<file path="config.mk">
export PLATFORM = sky130hd
export DESIGN_NAME = token_bucket_packet_shaper_flat
export DESIGN_NICKNAME = d
export VERILOG_FILES = /design/src/sv/tbps_pkg.sv /design/src/sv/tbps_req_if.sv /design/src/sv/tbps_res_if.sv /design/src/sv/tbps_alu.sv /design/src/sv/tbps_queue.sv /design/src/sv/token_bucket_packet_shaper.sv /design/src/flat_wrapper.sv
export SDC_FILE = /design/constraint.sdc
export NUM_CORES = 2
export LEC_CHECK = 0
export ABC_AREA = 1
export BUFFER_PORTS_ARGS = -buffer_cell sky130_fd_sc_hd__buf_2
export CAP_MARGIN = 10
export CORE_ASPECT_RATIO = 1.25
export CORE_MARGIN = 1
export CORE_UTILIZATION = 50
export DETAILED_ROUTE_END_ITERATION = 6
export PLACE_DENSITY_LB_ADDON = 0.08
export SYNTH_ARGS = -nofsm -noshare
export SYNTH_HDL_FRONTEND = slang
export SYNTH_SLANG_ARGS = --single-unit
export TNS_END_PERCENT = 5
</file>
<file path="constraint.sdc">
create_clock -name i_clk -period 12.5 [get_ports i_clk]
set_input_delay 1.875 -clock i_clk [delete_from_list [all_inputs] [get_ports i_clk]]
set_output_delay 1.875 -clock i_clk [all_outputs]
set_load 0.01 [all_outputs]
</file>
<file path="src/sv/tbps_pkg.sv">
// shared types, constants and codes of the token bucket packet shaper
package tbps_pkg;

    // widths of the request and result fields
    localparam int NEED_W = 16;
    localparam int SVC_W  = 24;
    localparam int ID_W   = 32;
    localparam int LVL_W  = 16;

    // defaults and fixed values
    localparam int                QUEUE_DEPTH_DEF  = 16;
    localparam logic [LVL_W-1:0]  DEPTH_RESET      = 16'd10;
    localparam logic [SVC_W-1:0]  SERVICE_MAX      = 24'd10000000;
    localparam logic [ID_W-1:0]   FIRST_ID         = 32'd1;

    // request kinds
    localparam logic REQ_ARRIVAL = 1'b0;
    localparam logic REQ_TICK    = 1'b1;

    // result kinds
    typedef enum logic [2:0] {
        KIND_ENQ       = 3'd0,
        KIND_DROP_BIG  = 3'd1,
        KIND_DROP_FULL = 3'd2,
        KIND_TOK_ADD   = 3'd3,
        KIND_TOK_DROP  = 3'd4,
        KIND_RELEASE   = 3'd5
    } t_kind;

    // sequencer states
    typedef enum logic [1:0] {
        ST_IDLE,
        ST_EVAL,
        ST_READ,
        ST_CHECK
    } t_state;

    // one waiting packet
    typedef struct packed {
        logic [ID_W-1:0]   id;
        logic [NEED_W-1:0] need;
        logic [SVC_W-1:0]  svc;
    } t_entry;

    // flags from the shared compare and subtract unit
    typedef struct packed {
        logic             ge;
        logic [LVL_W-1:0] diff;
    } t_alu_res;

endpackage

</file>
<file path="src/sv/tbps_req_if.sv">
// request channel: packet arrivals and token ticks
interface tbps_req_if;
    import tbps_pkg::*;

    logic              valid;
    logic              ready;
    logic              req_type;
    logic [NEED_W-1:0] tokens_needed;
    logic [SVC_W-1:0]  service_us;

    modport source (output valid, req_type, tokens_needed, service_us, input ready);
    modport sink   (input valid, req_type, tokens_needed, service_us, output ready);
endinterface

</file>
<file path="src/sv/tbps_res_if.sv">
// result channel: status and release results of the shaper
interface tbps_res_if #(
    parameter int CNT_W = 5
);
    import tbps_pkg::*;

    logic              valid;
    logic              ready;
    logic [2:0]        event_kind;
    logic [ID_W-1:0]   packet_id;
    logic [NEED_W-1:0] need_out;
    logic [SVC_W-1:0]  service_out;
    logic [LVL_W-1:0]  bucket_now;
    logic [CNT_W-1:0]  queue_count;
    logic              last;

    modport source (output valid, event_kind, packet_id, need_out, service_out,
                    bucket_now, queue_count, last, input ready);
    modport sink   (input valid, event_kind, packet_id, need_out, service_out,
                    bucket_now, queue_count, last, output ready);
endinterface

</file>
<file path="src/sv/tbps_alu.sv">
// shared compare and subtract unit: a >= b and a - b
module tbps_alu
    import tbps_pkg::*;
(
    input  logic [LVL_W-1:0] i_a,
    input  logic [LVL_W-1:0] i_b,
    output t_alu_res         o_res
);
    logic [LVL_W:0] w_sub;

    // one extra bit catches the borrow
    assign w_sub      = {1'b0, i_a} - {1'b0, i_b};
    assign o_res.ge   = ~w_sub[LVL_W];
    assign o_res.diff = w_sub[LVL_W-1:0];
endmodule

</file>
<file path="src/sv/tbps_queue.sv">
// waiting packet store: one write port at the tail, registered read at the head
module tbps_queue
    import tbps_pkg::*;
#(
    parameter int QUEUE_DEPTH = QUEUE_DEPTH_DEF,
    parameter int PTR_W       = $clog2(QUEUE_DEPTH)
)(
    input  logic             i_clk,
    input  logic             i_we,
    input  logic [PTR_W-1:0] i_waddr,
    input  t_entry           i_wdata,
    input  logic [PTR_W-1:0] i_raddr,
    output t_entry           o_rdata
);
    t_entry r_mem [QUEUE_DEPTH];
    t_entry r_rdata;

    // write at tail
    always_ff @(posedge i_clk) begin
        if (i_we) begin
            r_mem[i_waddr] <= i_wdata;
        end
    end

    // registered read at head
    always_ff @(posedge i_clk) begin
        r_rdata <= r_mem[i_raddr];
    end

    assign o_rdata = r_rdata;
endmodule

</file>
<file path="src/sv/token_bucket_packet_shaper.sv">
// token bucket packet shaper, top level with event sequencer
// the first result is registered out of the check state after the eval and read
// states, once the output is free; each release keeps the block busy for one
// more read and check, set by the shared compare unit and registered head read
// reset (synchronous, active low) empties the queue, zeroes the bucket, sets
// the next id to 1 and the depth to 10; queue storage is not cleared
module token_bucket_packet_shaper
    import tbps_pkg::*;
#(
    parameter int QUEUE_DEPTH = QUEUE_DEPTH_DEF,
    parameter int CNT_W       = $clog2(QUEUE_DEPTH + 1)
)(
    input  logic              i_clk,
    input  logic              i_rst_n,
    tbps_req_if.sink          i_req,
    tbps_res_if.source        o_res,
    input  logic              i_cfg_we,
    input  logic [LVL_W-1:0]  i_cfg_data
);
    localparam int PTR_W = $clog2(QUEUE_DEPTH);
    localparam logic [PTR_W-1:0] PTR_LAST = PTR_W'(QUEUE_DEPTH - 1);
    localparam logic [CNT_W-1:0] CNT_FULL = CNT_W'(QUEUE_DEPTH);

    typedef struct packed {
        t_kind             kind;
        logic [ID_W-1:0]   id;
        logic [NEED_W-1:0] need;
        logic [SVC_W-1:0]  svc;
        logic [LVL_W-1:0]  level;
        logic [CNT_W-1:0]  count;
    } t_result;

    t_state            r_state, n_state;
    logic [LVL_W-1:0]  r_depth;
    logic [LVL_W-1:0]  r_level, n_level;
    logic [ID_W-1:0]   r_next_id, n_next_id;
    logic [PTR_W-1:0]  r_head, n_head;
    logic [PTR_W-1:0]  r_tail, n_tail;
    logic [CNT_W-1:0]  r_count, n_count;
    logic              r_in_type;
    logic [NEED_W-1:0] r_in_need;
    logic [SVC_W-1:0]  r_in_svc;
    t_result           r_pend, n_pend;
    t_result           r_out, n_out;
    logic              r_out_valid, n_out_valid;
    logic              r_out_last, n_out_last;

    logic              w_accept;
    logic              w_out_free;
    logic              w_release;
    logic              w_we;
    logic [SVC_W-1:0]  w_svc_clamp;
    logic [LVL_W-1:0]  w_alu_a, w_alu_b;
    t_alu_res          w_alu;
    t_entry            w_wdata;
    t_entry            w_head;

    assign w_accept   = i_req.valid & i_req.ready;
    assign w_out_free = ~r_out_valid | o_res.ready;
    assign i_req.ready = (r_state == ST_IDLE);

    // clamp of the service time
    assign w_svc_clamp = (r_in_svc > SERVICE_MAX) ? SERVICE_MAX : r_in_svc;
    assign w_wdata     = '{id: r_next_id, need: r_in_need, svc: w_svc_clamp};

    // head release test
    assign w_release = (r_count != '0) & w_alu.ge;

    // operand selection for the shared unit
    always_comb begin
        w_alu_a = r_level;
        w_alu_b = r_depth;
        if (r_state == ST_EVAL && r_in_type == REQ_ARRIVAL) begin
            w_alu_a = r_depth;
            w_alu_b = r_in_need;
        end else if (r_state == ST_CHECK) begin
            w_alu_a = r_level;
            w_alu_b = w_head.need;
        end
    end

    tbps_alu u_alu (
        .i_a   (w_alu_a),
        .i_b   (w_alu_b),
        .o_res (w_alu)
    );

    tbps_queue #(
        .QUEUE_DEPTH (QUEUE_DEPTH),
        .PTR_W       (PTR_W)
    ) u_queue (
        .i_clk   (i_clk),
        .i_we    (w_we),
        .i_waddr (r_tail),
        .i_wdata (w_wdata),
        .i_raddr (r_head),
        .o_rdata (w_head)
    );

    // next state
    always_comb begin
        n_state = r_state;
        unique case (r_state)
            ST_IDLE:  if (w_accept) begin
                n_state = ST_EVAL;
            end
            ST_EVAL:  n_state = ST_READ;
            ST_READ:  n_state = ST_CHECK;
            ST_CHECK: if (w_out_free) begin
                n_state = w_release ? ST_READ : ST_IDLE;
            end
            default:  n_state = ST_IDLE;
        endcase
    end

    // datapath updates per state
    always_comb begin
        n_level     = r_level;
        n_next_id   = r_next_id;
        n_head      = r_head;
        n_tail      = r_tail;
        n_count     = r_count;
        n_pend      = r_pend;
        n_out       = r_out;
        n_out_last  = r_out_last;
        n_out_valid = r_out_valid & ~o_res.ready;
        w_we        = 1'b0;
        unique case (r_state)
            ST_EVAL: begin
                if (r_in_type == REQ_ARRIVAL) begin
                    n_next_id  = r_next_id + 1'b1;
                    n_pend.id   = r_next_id;
                    n_pend.need = r_in_need;
                    n_pend.svc  = w_svc_clamp;
                    if (!w_alu.ge) begin
                        n_pend.kind = KIND_DROP_BIG;
                    end else if (r_count == CNT_FULL) begin
                        n_pend.kind = KIND_DROP_FULL;
                    end else begin
                        n_pend.kind = KIND_ENQ;
                        w_we        = 1'b1;
                        n_count     = r_count + 1'b1;
                        n_tail      = (r_tail == PTR_LAST) ? '0 : r_tail + 1'b1;
                    end
                end else begin
                    n_pend.id   = '0;
                    n_pend.need = '0;
                    n_pend.svc  = '0;
                    if (!w_alu.ge) begin
                        n_pend.kind = KIND_TOK_ADD;
                        n_level     = r_level + 1'b1;
                    end else begin
                        n_pend.kind = KIND_TOK_DROP;
                    end
                end
                n_pend.level = n_level;
                n_pend.count = n_count;
            end
            ST_CHECK: begin
                if (w_out_free) begin
                    // pending result leaves, last unless a release follows
                    n_out       = r_pend;
                    n_out_last  = ~w_release;
                    n_out_valid = 1'b1;
                    if (w_release) begin
                        n_level      = w_alu.diff;
                        n_count      = r_count - 1'b1;
                        n_head       = (r_head == PTR_LAST) ? '0 : r_head + 1'b1;
                        n_pend.kind  = KIND_RELEASE;
                        n_pend.id    = w_head.id;
                        n_pend.need  = w_head.need;
                        n_pend.svc   = w_head.svc;
                        n_pend.level = w_alu.diff;
                        n_pend.count = r_count - 1'b1;
                    end
                end
            end
            default: begin
            end
        endcase
    end

    // control registers
    always_ff @(posedge i_clk) begin
        if (!i_rst_n) begin
            r_state     <= ST_IDLE;
            r_depth     <= DEPTH_RESET;
            r_level     <= '0;
            r_next_id   <= FIRST_ID;
            r_head      <= '0;
            r_tail      <= '0;
            r_count     <= '0;
            r_out_valid <= 1'b0;
        end else begin
            r_state     <= n_state;
            r_level     <= n_level;
            r_next_id   <= n_next_id;
            r_head      <= n_head;
            r_tail      <= n_tail;
            r_count     <= n_count;
            r_out_valid <= n_out_valid;
            if (i_cfg_we) begin
                r_depth <= i_cfg_data;
            end
        end
    end

    // payload registers
    always_ff @(posedge i_clk) begin
        if (w_accept) begin
            r_in_type <= i_req.req_type;
            r_in_need <= i_req.tokens_needed;
            r_in_svc  <= i_req.service_us;
        end
        r_pend     <= n_pend;
        r_out      <= n_out;
        r_out_last <= n_out_last;
    end

    // result channel
    assign o_res.valid       = r_out_valid;
    assign o_res.event_kind  = r_out.kind;
    assign o_res.packet_id   = r_out.id;
    assign o_res.need_out    = r_out.need;
    assign o_res.service_out = r_out.svc;
    assign o_res.bucket_now  = r_out.level;
    assign o_res.queue_count = r_out.count;
    assign o_res.last        = r_out_last;
endmodule

</file>
<file path="src/flat_wrapper.sv">
// flat-port wrapper written by rule: the top's interface ports become plain ports
module token_bucket_packet_shaper_flat import tbps_pkg::*;
#(
    parameter int QUEUE_DEPTH = QUEUE_DEPTH_DEF,
    parameter int CNT_W       = $clog2(QUEUE_DEPTH + 1)
)
  (i_clk, i_rst_n, i_cfg_we, i_cfg_data, i_req_valid, i_req_req_type, i_req_tokens_needed, i_req_service_us, i_req_ready, o_res_valid, o_res_event_kind, o_res_packet_id, o_res_need_out, o_res_service_out, o_res_bucket_now, o_res_queue_count, o_res_last, o_res_ready);
  tbps_req_if i_req_i ();
  tbps_res_if #(.CNT_W(CNT_W)) o_res_i ();
  input  logic i_clk;
  input  logic i_rst_n;
  input  logic i_cfg_we;
  input  logic [LVL_W-1:0] i_cfg_data;
  input wire logic [$bits(i_req_i.valid)-1:0] i_req_valid;
  input wire logic [$bits(i_req_i.req_type)-1:0] i_req_req_type;
  input wire logic [$bits(i_req_i.tokens_needed)-1:0] i_req_tokens_needed;
  input wire logic [$bits(i_req_i.service_us)-1:0] i_req_service_us;
  output wire logic [$bits(i_req_i.ready)-1:0] i_req_ready;
  output wire logic [$bits(o_res_i.valid)-1:0] o_res_valid;
  output wire logic [$bits(o_res_i.event_kind)-1:0] o_res_event_kind;
  output wire logic [$bits(o_res_i.packet_id)-1:0] o_res_packet_id;
  output wire logic [$bits(o_res_i.need_out)-1:0] o_res_need_out;
  output wire logic [$bits(o_res_i.service_out)-1:0] o_res_service_out;
  output wire logic [$bits(o_res_i.bucket_now)-1:0] o_res_bucket_now;
  output wire logic [$bits(o_res_i.queue_count)-1:0] o_res_queue_count;
  output wire logic [$bits(o_res_i.last)-1:0] o_res_last;
  input wire logic [$bits(o_res_i.ready)-1:0] o_res_ready;
  assign i_req_i.valid = i_req_valid;
  assign i_req_i.req_type = i_req_req_type;
  assign i_req_i.tokens_needed = i_req_tokens_needed;
  assign i_req_i.service_us = i_req_service_us;
  assign i_req_ready = i_req_i.ready;
  assign o_res_valid = o_res_i.valid;
  assign o_res_event_kind = o_res_i.event_kind;
  assign o_res_packet_id = o_res_i.packet_id;
  assign o_res_need_out = o_res_i.need_out;
  assign o_res_service_out = o_res_i.service_out;
  assign o_res_bucket_now = o_res_i.bucket_now;
  assign o_res_queue_count = o_res_i.queue_count;
  assign o_res_last = o_res_i.last;
  assign o_res_i.ready = o_res_ready;
  token_bucket_packet_shaper #(.QUEUE_DEPTH(QUEUE_DEPTH), .CNT_W(CNT_W)) u_core (.i_clk(i_clk), .i_rst_n(i_rst_n), .i_req(i_req_i), .o_res(o_res_i), .i_cfg_we(i_cfg_we), .i_cfg_data(i_cfg_data));
endmodule
</file>
# Word-level counts from Yosys, hierarchy flattened
# Memories as Yosys holds them, arrays and structs flattened. A register that Yosys moved wholly into a read port is not among the register bits.
# Index checks and enable logic that the tools add are counted.
[word_totals]
regBits = 314
ram_bits = 1152
inputBits = 62
output_inout_bits = 99
n_memories = 1
[op_classes]
addsub = 7
order_cmp = 1
n_eq_ne = 9
muxes = 36
bitwise_logic = 10
n_reduce_logical = 10
[mem_list]
columns = ["memory", "depth", "width", "read_ports", "rd_ports_with_merged_regs", "wr", "line", "rtl"]
rows = [
  ["u_core.u_queue.r_mem", 16, 72, 1, 1, 1, "tbps_queue.sv:15", "t_entry r_mem [QUEUE_DEPTH];"],
]
[ops]
columns = ["op", "n"]
rows = [
  ["$mux 96", 2],
  ["$pmux 96 s2", 1],
  ["$mux 16", 7],
  ["$mux 75", 1],
  ["$add 32x1->32 const B", 1],
  ["$pmux 16 s2", 1],
  ["$mux 5", 5],
  ["$gt 24x24->1 const B", 1],
  ["$mux 24", 1],
  ["$sub 16x16->17", 1],
  ["$add 16x1->16 const B", 1],
  ["$pmux 5 s2", 1],
  ["$add 4x1->4 const B", 2],
  ["$eq 4x4->1 const B", 2],
  ["$mux 1", 8],
  ["$mux 2", 4],
  ["$mux 4", 2],
  ["$pmux 2 s4", 1],
  ["$mux 3", 2],
  ["$not 1->1", 6],
  ["$reduce_and 2->1", 3],
  ["$reduce_and 3->1", 2],
  ["$add 5x1->5 const B", 1],
  ["$eq 5x5->1 const B", 1],
  ["12 further kinds", 16],
]

# Logic depth before layout (Yosys ltp)
[logic_depth]
depth_word = 9
depth_mapped = 23
mapped_depth_nobuf = 20

# Hierarchy
# From an unflattened synthesis, not the netlist that was laid out.
[unflattened]
cells_unflattened = 6323
hier_area_um2 = 65178.8
[by_module_without_submodules]
columns = ["module", "n_inst", "cells_each", "area_per_inst_um2"]
rows = [
  ["tbps_queue", 1, 4731, 50772.4],
  ["token_bucket_packet_shaper", 1, 1386, 13351.6],
  ["tbps_alu", 1, 206, 1054.8],
]

# Worst setup path after synthesis
# Ideal clock, no wire load.
[synth_path]
path_type = "input-to-reg"
startpoint = "input o_res_ready"
endpoint = "register u_core.r_out, in the netlist u_core.o_res.bucket_now[0], enable pin"
setup_ns = 0.553
t_arrival_ns = 5.997
setup_slack_ns = 5.950
cell_stages = 2
cell_sequence = "nor2_1 > nor2_1"
[synth_via]
elab_chain_len = 2
[synth_lines]
columns = ["element", "line", "rtl"]
rows = [
  ["start, declared", "flat_wrapper.sv:27", "input wire logic [$bits(o_res_i.ready)-1:0] o_res_ready;"],
  ["$or 1x1->1", "token_bucket_packet_shaper.sv:59", "assign w_out_free = ~r_out_valid | o_res.ready;"],
  ["$reduce_and 2->1 (no source line)", "n/a", ""],
  ["end signal, assigned", "token_bucket_packet_shaper.sv:216", "r_out <= n_out;"],
  ["end, declared", "token_bucket_packet_shaper.sv:44", "t_result r_out, n_out;"],
]
# Every way passes these cells.
# A chain may end at the register's enable or synchronous reset.

# Final worst setup path
[layout_path]
startpoint = "register u_core.r_in_type"
endpoint = "memory u_core.u_queue.r_mem[3][3] in the netlist's numbering, enable pin"
[layout_via]
elab_chain_len = 9
[layout_lines]
columns = ["element", "line", "rtl"]
rows = [
  ["start, declared", "token_bucket_packet_shaper.sv:40", "logic r_in_type;"],
  ["start signal, assigned", "token_bucket_packet_shaper.sv:211", "r_in_type <= i_req.req_type;"],
  ["$not 1->1 (no source line)", "n/a", ""],
  ["$logic_and 1x1->1", "token_bucket_packet_shaper.sv:73", "if (r_state == ST_EVAL && r_in_type == REQ_ARRIVAL) begin"],
  ["$mux 16", "token_bucket_packet_shaper.sv:73", ""],
  ["$sub 16x16->17", "tbps_alu.sv:12", "assign w_sub = {1'b0, i_a} - {1'b0, i_b};"],
  ["$mux 1", "token_bucket_packet_shaper.sv:135", "if (!w_alu.ge) begin"],
  ["$mux 1 *", "token_bucket_packet_shaper.sv:130", "if (r_in_type == REQ_ARRIVAL) begin"],
  ["$mux 1 *", "token_bucket_packet_shaper.sv:128", "unique case (r_state)"],
  ["$mux 1 *", "tbps_queue.sv:20", "if (i_we) begin"],
  ["$mux 1 (implied by the code) *", "tbps_queue.sv:21", "r_mem[i_waddr] <= i_wdata;"],
  ["end, declared", "tbps_queue.sv:15", ""],
]
# Every way passes the cells marked *; elsewhere a longest branch is shown, timed or not.

==> metrics <==
yosys warns 0; reg2reg end u_core.u_queue.r_mem[3][3]; Reg clk slew, reported paths 0.06 ns; register bit total from synthesis 1538; status complete, no violations; pin count of the biggest net entering global routing 191; peak fanout along the critical path 47; first-pass GRT wire length 229500 um; global route overflow 0; Max-Cap Viols 0; CTS tree yes; Worst R2R Setup Slack 5.93 ns; ys flop type edfxtp_1; antenna fix cells 0; Hold Violations, Final 0; Worst Path Required 12.90 ns; share of layout cells above drive strength 1 0.1058; Critical Path Sink Type flip-flop; Die Span Y 388.4 um; post-layout minimum cycle time 6.567 ns; Root Driver clkbuf_16; CP startpoint u_core.r_in_type; io pins 161; IO Port Bufs 160; Routed Antenna Nets 0; Final Setup Violations 0; worst skew pair latency 0.80 ns; Final Max Tran Viols 0; placed inst area 62130 um2; Total Nets Final 4697; cell chain of the critical path inv_1 -> nand2_2 -> buf_4 -> inv_2 -> nand2_1 -> o21ai_0 -> ha_1 -> nand2_1 -> nor2_1 -> nand3_1 -> nand2_2 -> nand2_1 -> nand2_4 -> nand4_2 -> inv_1 -> nand2_1 -> nor2_4 -> buf_4; worst min-delay path class reg -> reg; CORE AREA 118400 um2; Worst path slowest cell nor2_4; Yosys cell types 48; Post-CTS Hold Buffers 0; Crit Path Class reg -> reg; hold path cells 0; Setup TNS 0 ns; clock sink count 1538; Max VDD drop 0.0001213 V; Crit path buffers/inverters 5; share of Yosys cell area claimed by the top area cell type 0.6969; Initial DRC Count 3612; asr flop ratio synth 0; top post-synthesis cells by area edfxtp_1 70%, dfxtp_1 5.1%, nor2_1 4.8%, o21ai_0 3.5%, nand2_1 2.9%; DRT Wirelength 155200 um; CP top delay family simple AND/OR/NAND/NOR gates; Yosys top cell by area edfxtp_1; GP Congestion 0.8833; antenna violations before repair 4; Vias 36921; final worst slack 5.933 ns; die area 120800 um2; pwr/cell area 159.6 nW/um2; critical path's largest stage delay 0.84 ns; Max Clk Rate 0.1523 GHz; leakage power 21.79 nW; area delta synth->final 12.33%; Global Route Usage Sum 0.2557; synthesized area 59720 um2; Syn Nets 4587; Post-synth EDFFs 1386; stages on the worst setup path 18; fill cell count 9631; Die Wd 311.1 um; fin area 67080 um2; cells after synthesis 4499; Critical Path AT 6.97 ns; Initial Util 0.5045; cts bufs inserted 151; Tcrit/Tclk final 0.5254; r2r worst-path depth 18; CP most frequent cell nand2_1; WL per Instance 24.60 um; vias in the first global route 35540; first-pass iteration count of the detailed router 5; Worst setup SP type flip-flop; PostCTS Resize Cnt 0; vias per inst 5.853; worst slew pin tran 1.255 ns; RSZ-0062 raised after global routing false; Max clock buf depth 3; r2r startpoint u_core.r_in_type; Seq/Total Area, Yosys 0.7479; row cnt 141; dpl ws 6.001 ns; Relative slew margins 0.1601; top cells by count, synth 1386 x edfxtp_1, 765 x nor2_1, 462 x nand2_1, 418 x o21ai_0, 223 x nand3_1; DRC errors left 0; WHS 0.4021 ns; post-CTS setup buffer count 0; HPWL Detailed 88820 um; clock skew 0.03192 ns; CP Capture Point u_core.u_queue.r_mem[3][3]; Total Power 0.01071 W; Avg Inst Size Synth 13.27 um2; most numerous cell in the Yosys netlist edfxtp_1; H-tree depth 4
==> sequential cells by signal, indices dropped and copies added (netlist names), 5 cells and up <==
name                      cells
u_core.o_res.need_out        16
u_core.r_pend                96
u_core.o_res.service_out     24
u_core.r_count                5
u_core.u_queue.o_rdata       72
u_core.r_depth               16
u_core.r_level               16
u_core.r_in_need             16
u_core.r_in_svc              24
u_core.o_res.queue_count      5
u_core.o_res.packet_id       32
u_core.o_res.bucket_now      16
u_core.r_next_id             32
u_core.u_queue.r_mem       1152
==> how the worst min path moves through the flow <==
stage | startpoint | endpoint | slack [ns]
finish | u_core.r_pend[26] | u_core.o_res.service_out[5] | 0.40
global route | u_core.r_pend[26] | u_core.o_res.service_out[5] | 0.41
CTS | u_core.r_pend[27] | u_core.o_res.service_out[6] | 0.40
detailed placement | u_core.r_pend[50] | u_core.o_res.need_out[5] | 0.40
global placement | u_core.r_pend[73] | u_core.o_res.packet_id[12] | 0.40
floorplan | u_core.r_pend[5] | u_core.o_res.bucket_now[0] | 0.40
==> kinds of logic (layout without fill, tap and decap cells) <==
family                     Yosys count  count (layout)  synth area share
buffers and inverters              432             668           0.02853
and+or+nand+nor                   1531            1531            0.1047
muxes                              116             116           0.01944
adders and majority gates           26              26          0.005573
xor gates and xnor gates            17              17          0.002493
DFF                               1538            1538            0.7479
AOI/OAI and AO/OA                  839             839           0.09143
==> power breakdown <==
group	switching [W]	internal, W
Sequential	0.0000498	0.00567
Combinational	0.000306	0.000113
Clock	0.00194	0.00263
==> cells in the final DEF (no fill, tap or decap), drive strengths merged, types with 31 or more instances in the layout <==
| cell | synthesis | routed |
|---|---|---|
| clkbuf | 207 | 195 |
| mux2i | 116 | 116 |
| o32ai | 172 | 172 |
| buf | 64 | 228 |
| o211ai | 46 | 46 |
| clkinv | 2 | 60 |
| dfxtp | 152 | 152 |
| nand4 | 31 | 31 |
| o21ai | 420 | 420 |
| nand3 | 225 | 225 |
| a21oi | 68 | 68 |
| nand2 | 467 | 467 |
| o221ai | 116 | 116 |
| nor2 | 769 | 769 |
| edfxtp | 1386 | 1386 |
| inv | 159 | 164 |
==> final cells by class <==
class,count,area (um2),area share
tap,1573,1968,0.02934
sequential,1538,44670,0.6659
multi-input combinational,2529,13500,0.2013
clock inverter,84,853.3,0.01272
inverter,161,619.3,0.009232
timing repair buffer,228,1378,0.02053
clock buffer,195,4088,0.06093
==> metal layers <==
| layer | up-vias | global-route usage | wire length [um] |
|---|---|---|---|
| li1 | 16842 | - | - |
| met1 | 18592 | 0.3470 | 65870 |
| met2 | 1220 | 0.4302 | 76850 |
| met3 | 267 | 0.03537 | 8618 |
| met4 | 0 | 0.07559 | 3819 |
| met5 | - | 0 | 0 |
==> per-stage QoR <==
step                instances  utilization
detailed placement       6028       0.5249
floorplan                4499            -
global placement         6026       0.5246
finish                   6308       0.5667
global route             6308       0.5667
CTS                      6307       0.5666
Note: power is estimated with default switching activity, not from simulation.
